===== src/rtl/bgi_div.sv =====
// Pipelined restoring divider, one quotient bit per stage.
// Depends on nothing but its parameters; caller guarantees num < den << QW.
module bgi_div #(
  parameter int unsigned NW = 35,
  parameter int unsigned DW = 31,
  parameter int unsigned QW = 4,
  parameter int unsigned SW = 1
) (
  input  logic          clk_i,
  input  logic          rst_ni,
  input  logic          en_i,
  input  logic          valid_i,
  input  logic [NW-1:0] num_i,
  input  logic [DW-1:0] den_i,
  input  logic [SW-1:0] side_i,
  output logic          valid_o,
  output logic [QW-1:0] quo_o,
  output logic [NW-1:0] rem_o,
  output logic [SW-1:0] side_o
);

  logic          valid_q [QW];
  logic [NW-1:0] rem_q   [QW];
  logic [DW-1:0] den_q   [QW];
  logic [QW-1:0] quo_q   [QW];
  logic [SW-1:0] side_q  [QW];

  for (genvar s = 0; s < QW; s++) begin : g_stage
    localparam int unsigned Sh = QW - 1 - s;
    logic          v_in;
    logic [NW-1:0] rem_in;
    logic [DW-1:0] den_in;
    logic [QW-1:0] quo_in;
    logic [SW-1:0] side_in;
    logic [NW-1:0] dsh;
    logic          ge;

    if (s == 0) begin : g_first
      assign v_in    = valid_i;
      assign rem_in  = num_i;
      assign den_in  = den_i;
      assign quo_in  = '0;
      assign side_in = side_i;
    end else begin : g_next
      assign v_in    = valid_q[s-1];
      assign rem_in  = rem_q[s-1];
      assign den_in  = den_q[s-1];
      assign quo_in  = quo_q[s-1];
      assign side_in = side_q[s-1];
    end

    assign dsh = NW'(den_in) << Sh;
    assign ge  = (rem_in >= dsh);

    always_ff @(posedge clk_i or negedge rst_ni) begin
      if (!rst_ni) begin
        valid_q[s] <= 1'b0;
      end else if (en_i) begin
        valid_q[s] <= v_in;
      end
    end

    always_ff @(posedge clk_i) begin
      if (en_i) begin
        rem_q[s]  <= ge ? (rem_in - dsh) : rem_in;
        den_q[s]  <= den_in;
        quo_q[s]  <= quo_in | (ge ? (QW'(1) << Sh) : '0);
        side_q[s] <= side_in;
      end
    end
  end

  assign valid_o = valid_q[QW-1];
  assign quo_o   = quo_q[QW-1];
  assign rem_o   = rem_q[QW-1];
  assign side_o  = side_q[QW-1];

endmodule


===== config.mk =====
export PLATFORM = sky130hd
export DESIGN_NAME = bgi_div
export DESIGN_NICKNAME = d
export VERILOG_FILES = /design/src/rtl/bgi_div.sv
export SDC_FILE = /design/constraint.sdc
export NUM_CORES = 1
export LEC_CHECK = 0
export BUFFER_PORTS_ARGS = -buffer_cell sky130_fd_sc_hd__buf_4
export CELL_PAD_IN_SITES_DETAIL_PLACEMENT = 1
export CELL_PAD_IN_SITES_GLOBAL_PLACEMENT = 1
export CORE_UTILIZATION = 35
export DETAILED_ROUTE_END_ITERATION = 12
export PLACE_DENSITY_LB_ADDON = 0.1
export SLEW_MARGIN = 30
export SYNTH_ARGS = -nofsm -noshare
export SYNTH_HDL_FRONTEND = slang
export SYNTH_SLANG_ARGS = --single-unit

===== constraint.sdc =====
create_clock -name clk_i -period 4.2 [get_ports clk_i]
set_clock_uncertainty 0.1 [all_clocks]
set_input_delay 0.84 -clock clk_i [delete_from_list [all_inputs] [get_ports clk_i]]
set_output_delay 0.84 -clock clk_i [all_outputs]
set_load 0.005 [all_outputs]

# [Word-level counts from Yosys, hierarchy flattened]
# Memories as Yosys holds them, arrays and structs flattened.
# Cells that the tools add are included.
# W data, S select, Z words.
[word_totals] register_bits=4 mem_bits_rw=284 inputBits=71 out_inout_bits=41 wordCells=29 memories=4
[op_classes] add_sub_neg=4 magnitude_cmp=4 n_mux=10 bitwise_logic=3
[mem_list] memory="rem_q" depth=4 word_bits=35 read_ports=4 rd_clocked_by_memory_dff=0 write_ports=4 line_no="23" text="logic [NW-1:0] rem_q [QW];"
[mem_list] memory="den_q" depth=4 word_bits=31 read_ports=3 rd_clocked_by_memory_dff=0 write_ports=4 line_no="24" text="logic [DW-1:0] den_q [QW];"
[mem_list] memory="quo_q" depth=4 word_bits=4 read_ports=4 rd_clocked_by_memory_dff=0 write_ports=4 line_no="25" text="logic [QW-1:0] quo_q [QW];"
[mem_list] memory="side_q" depth=4 word_bits=1 read_ports=4 rd_clocked_by_memory_dff=0 write_ports=4 line_no="26" text="logic [SW-1:0] side_q [QW];"
[op_table] op="$mux W35" count=4
[op_table] op="$ge A35 B31 Y1" count=1
[op_table] op="$ge A35 B32 Y1" count=1
[op_table] op="$ge A35 B33 Y1" count=1
[op_table] op="$ge A35 B34 Y1" count=1
[op_table] op="$sub A35 B31 Y35" count=1
[op_table] op="$sub A35 B32 Y35" count=1
[op_table] op="$sub A35 B33 Y35" count=1
[op_table] op="$sub A35 B34 Y35" count=1
[op_table] op="$mux W4" count=1
[op_table] op="$or A4 B1 Y4" count=1
[op_table] op="$or A4 B2 Y4" count=1
[op_table] op="$or A4 B3 Y4" count=1
[op_table] op="$mux W1" count=3
[op_table] op="$mux W3" count=1
[op_table] op="$mux W2" count=1

# [Depth between registers and ports, before layout]
# An unclocked memory read counts as a cell.
[depth] word_depth=4 ltp_mapped=16 depth_no_buf=14

# [Worst setup path before layout]
# Ideal clock, no wire load.
[synth_timing] path_type="input to register" start="in num_i[3]" end="mem rem_q[0][17] (data pin)" setup_ns=0.260 arrival_ns=3.415 required_ns=3.840 path_slack_ns=0.425 cell_stages=14 path_buffers=1 path_cell_list="inv_1 ha_1 inv_1 fa_1 a211oi_1 o21ai_0 a31o_2 o21ai_1 o21ai_1 a31oi_4 nor2_1 a21oi_4 buf_4 mux2_2"
[synth_rtl] item="start: declaration" line_no="13" text="input logic [NW-1:0] num_i,"
[synth_rtl] item="end: declaration" line_no="23"

==> results.py <==
metrics = {
    "status": {
        "status": "finished clean",
    },
    "grt": {
        "grt_pass1_vias": 11792,
        "grt_max_degree": 82,
        "grt_pass1_wl_mm": 63.8,
        "grtUsageMet3_pct": 1.65,
        "antenna_found_initial": 0,
        "grtUsageTotal_pct": 17.1,
        "busiest_layer": "met2",
        "met1_usage_pct": 24.3,
        "met2_usage_pct": 27.2,
        "overflow": 0,
    },
    "drt": {
        "drtAntennaViolNets": 0,
        "vias": 11441,
        "wl_mm": 39.6,
        "drtIter0Drc": 515,
        "via_per_inst": 5.00,
        "drc_errors": 0,
        "first_pass_iters": 4,
        "wl_per_cell_um": 17.3,
    },
    "worst_setup_path": {
        "endpoint_kind": "register",
        "crit_type": "reg2reg",
        "crit_fanout": 25,
        "cp.required_ps": 4410,
        "critPathLaunchType": "register",
        "reg2reg_slack_ps": 400,
        "critical_path_arrival_ps": 4010,
    },
    "timing": {
        "setup_viol": 0,
        "maxSlewViolCount": 0,
        "period_minus_slack_ps": 3800,
        "final.setup.tns_ps": 0,
        "finalCritPeriodShare_pct": 90.5,
        "hold_violations": 0,
        "holdWs_ps": 318,
        "max_freq_ghz": 0.263,
        "worst_slew_pin_slew_ps": 672,
        "rsz0062_at_grt": "no",
        "setup_ws_ps": 400,
        "slew_headroom_pct": 54.0,
    },
    "yosys": {
        "syn_area_um2": 16000,
        "yosys_warnings": 0,
        "ys.flop_type": "edfxtp_1",
        "synth.most_common_cell": "edfxtp_1",
        "yosysTopAreaCell": "edfxtp_1",
        "ys_types": 83,
        "synthTopCellsByArea": "edfxtp_1 46%, ha_1 9.7%, a21oi_1 4.8%, xnor2_1 4.0%, inv_1 3.6%",
        "synth_edf_count": 247,
        "synthArstFlopShare_pct": 1.59,
        "synth_top_area_share_pct": 46.4,
        "synth_top_cells_by_count": "247 x edfxtp_1, 153 x a21oi_1, 153 x inv_1",
        "syn-num-nets": 1755,
        "ys_ff_latch": 251,
        "yosysSeqAreaShare_pct": 47.0,
        "avgSynthCellArea_um2": 10.3,
        "synth_cells": 1556,
    },
    "power_and_ir_drop": {
        "irDropWorstVdd_mv": 0.301,
        "p_switching_w": 0.00366,
        "comb_power_share_pct": 39.9,
        "p_per_area_nw_per_um2": 575,
        "p_int_w": 0.00704,
        "pwr-share-clk_pct": 23.7,
        "p_seq_share_pct": 36.4,
        "switching_share_pct": 34.2,
        "power_leakage_nw": 7.67,
    },
    "final_layout": {
        "finalNonFillerCells": 2287,
        "syn_to_final_growth_pct": 16.4,
        "seqCellArea_um2": 7520,
        "drive_gt1_share_pct": 13.5,
        "multi_input_area_um2": 7690,
        "fill_cells": 4973,
        "fin_nets": 1873,
        "num_antenna_cells": 0,
    },
    "flow_run": {
        "drv_cap": 0,
    },
    "die": {
        "fp.dieH_um": 216,
        "dieArea_um2": 46500,
        "initial_utilization_pct": 35.8,
        "coreArea_um2": 44600,
        "io_pins": 112,
        "die_width_um": 216,
        "core.rowCount": 77,
    },
    "clock_network": {
        "cts_tree": "yes",
        "clockRootBuffer": "clkbuf_16",
        "htree_num_levels": 1,
        "clk_path_buf_depth": 3,
        "cts_buffers": 29,
        "cts.clk_slew.worst_paths_ps": 60,
        "post_cts_resized": 0,
        "clock-sinks": 251,
        "clk_latency_ps": 560,
    },
    "worst_hold_path": {
        "hold_class": "reg2reg",
    },
    "place": {
        "place_congestion": 0.901,
        "place_ws_ps": 27.5,
        "placed_cells": 2234,
        "port_buffers": 111,
        "dp_hpwl_mm": 32.0,
    },
}
-- routing by layer --
layer | vias to the layer above | wire, µm
li1 | 5864 | -
met1 | 5354 | 20100
met2 | 166 | 17400
met3 | 57 | 1100
met4 | 0 | 1070
met5 | - | 0
-- power groups by stage --
| stage | Clock, W | Combinational (W) | Sequential, W |
|---|---|---|---|
| after detailed placement | 0 | 0.00427 | 0.00395 |
| after global placement | 0 | 0.00423 | 0.00395 |
| after CTS | 0.00262 | 0.00430 | 0.00391 |
| after global routing | 0.00270 | 0.00476 | 0.00397 |
| final | 0.00254 | 0.00427 | 0.00389 |
| after floorplan | 0 | 0.00304 | 0.00382 |
-- worst paths after layout --
kind                                  start         endpoint  depth (start not counted)
worst max-delay path            rem_q[1][1]     rem_q[2][28]                         13
worst min register to register  quo_q[1][3]      quo_q[2][3]                          0
worst max register to register  rem_q[1][1]     rem_q[2][28]                         13
min in group asynchronous            rst_ni  g_stage[1].v_in                          2
max in group asynchronous            rst_ni  g_stage[3].v_in                          2
worst min-delay path            quo_q[1][3]      quo_q[2][3]                          0
-- layout by cell type, fill, tap and decap left out, types with 5 or more instances in the layout --
cell,n
a211oi_1,6
a21boi_0,5
a21o_1,59
a21oi_1,153
a31oi_1,10
and2_1,5
and3_1,7
buf_12,7
buf_4,126
clkbuf_1,6
clkbuf_16,29
clkinv_2,5
edfxtp_1,247
ha_1,124
inv_1,153
mux2_2,27
nand2_1,134
nand2b_1,22
nand3_1,24
nand4_1,20
nor2_1,102
nor2b_1,12
nor3_1,23
nor4_1,5
o211ai_1,8
o21a_1,16
o21ai_0,114
o21bai_1,18
o31ai_1,8
xnor2_1,73
xor2_1,44
-- through the flow --
step / area (µm²) / total power [W] / util [%]
global placement: 17600 / 0.00818 / 39.5
CTS: 18600 / 0.0108 / 41.7
floorplan: 16000 / 0.00685 / -
finish: 18600 / 0.0107 / 41.7
global route: 18600 / 0.0114 / 41.7
detailed placement: 17600 / 0.00823 / 39.5
-- worst max-delay path, stage by stage, from the launching register on --
cell,delay [ps]
edfxtp_1,370
inv_1,60
ha_1,230
fa_1,400
and2b_1,250
o31ai_2,100
a21oi_2,220
o2111ai_2,230
o31ai_4,300
nand4_1,170
o211a_1,160
o31a_4,420
inv_1,200
mux2_2,360
-- cell families (layout without fill, tap and decap cells) --
logic type / Yosys count / in the layout / share of synthesized area, %
AOI/OAI and AO/OA: 456 / 456 / 18.6
xor gates and xnor gates: 117 / 117 / 6.41
adders and majority gates: 128 / 128 / 10.2
buffers and inverters: 201 / 340 / 4.95
DFF: 251 / 251 / 47.0
muxes: 29 / 29 / 2.04
and+or+nand+nor: 374 / 374 / 10.8
-- final cells by class --
type / instances / area share [%]
clock inverter: 15 / 1.03
sequential: 251 / 40.4
clock buffer: 37 / 4.17
timing repair buffer: 135 / 5.97
inverter: 153 / 3.09
tap: 592 / 3.98
multi-input combinational: 1104 / 41.3
-- flip-flops by register name (all words and copies together), names as in the netlist --
name and flops:
valid_o 1, side_q 4, rem_q 140, g_stage.v_in 3, den_q 93, quo_q 10
-- what timing repair did --
item                      4_1_cts  5_1_grt
hold endpoints to repair        4        0
hold buffers                    1        0
setup buffers                   0        0
Note: power is estimated with default switching activity, not from simulation.
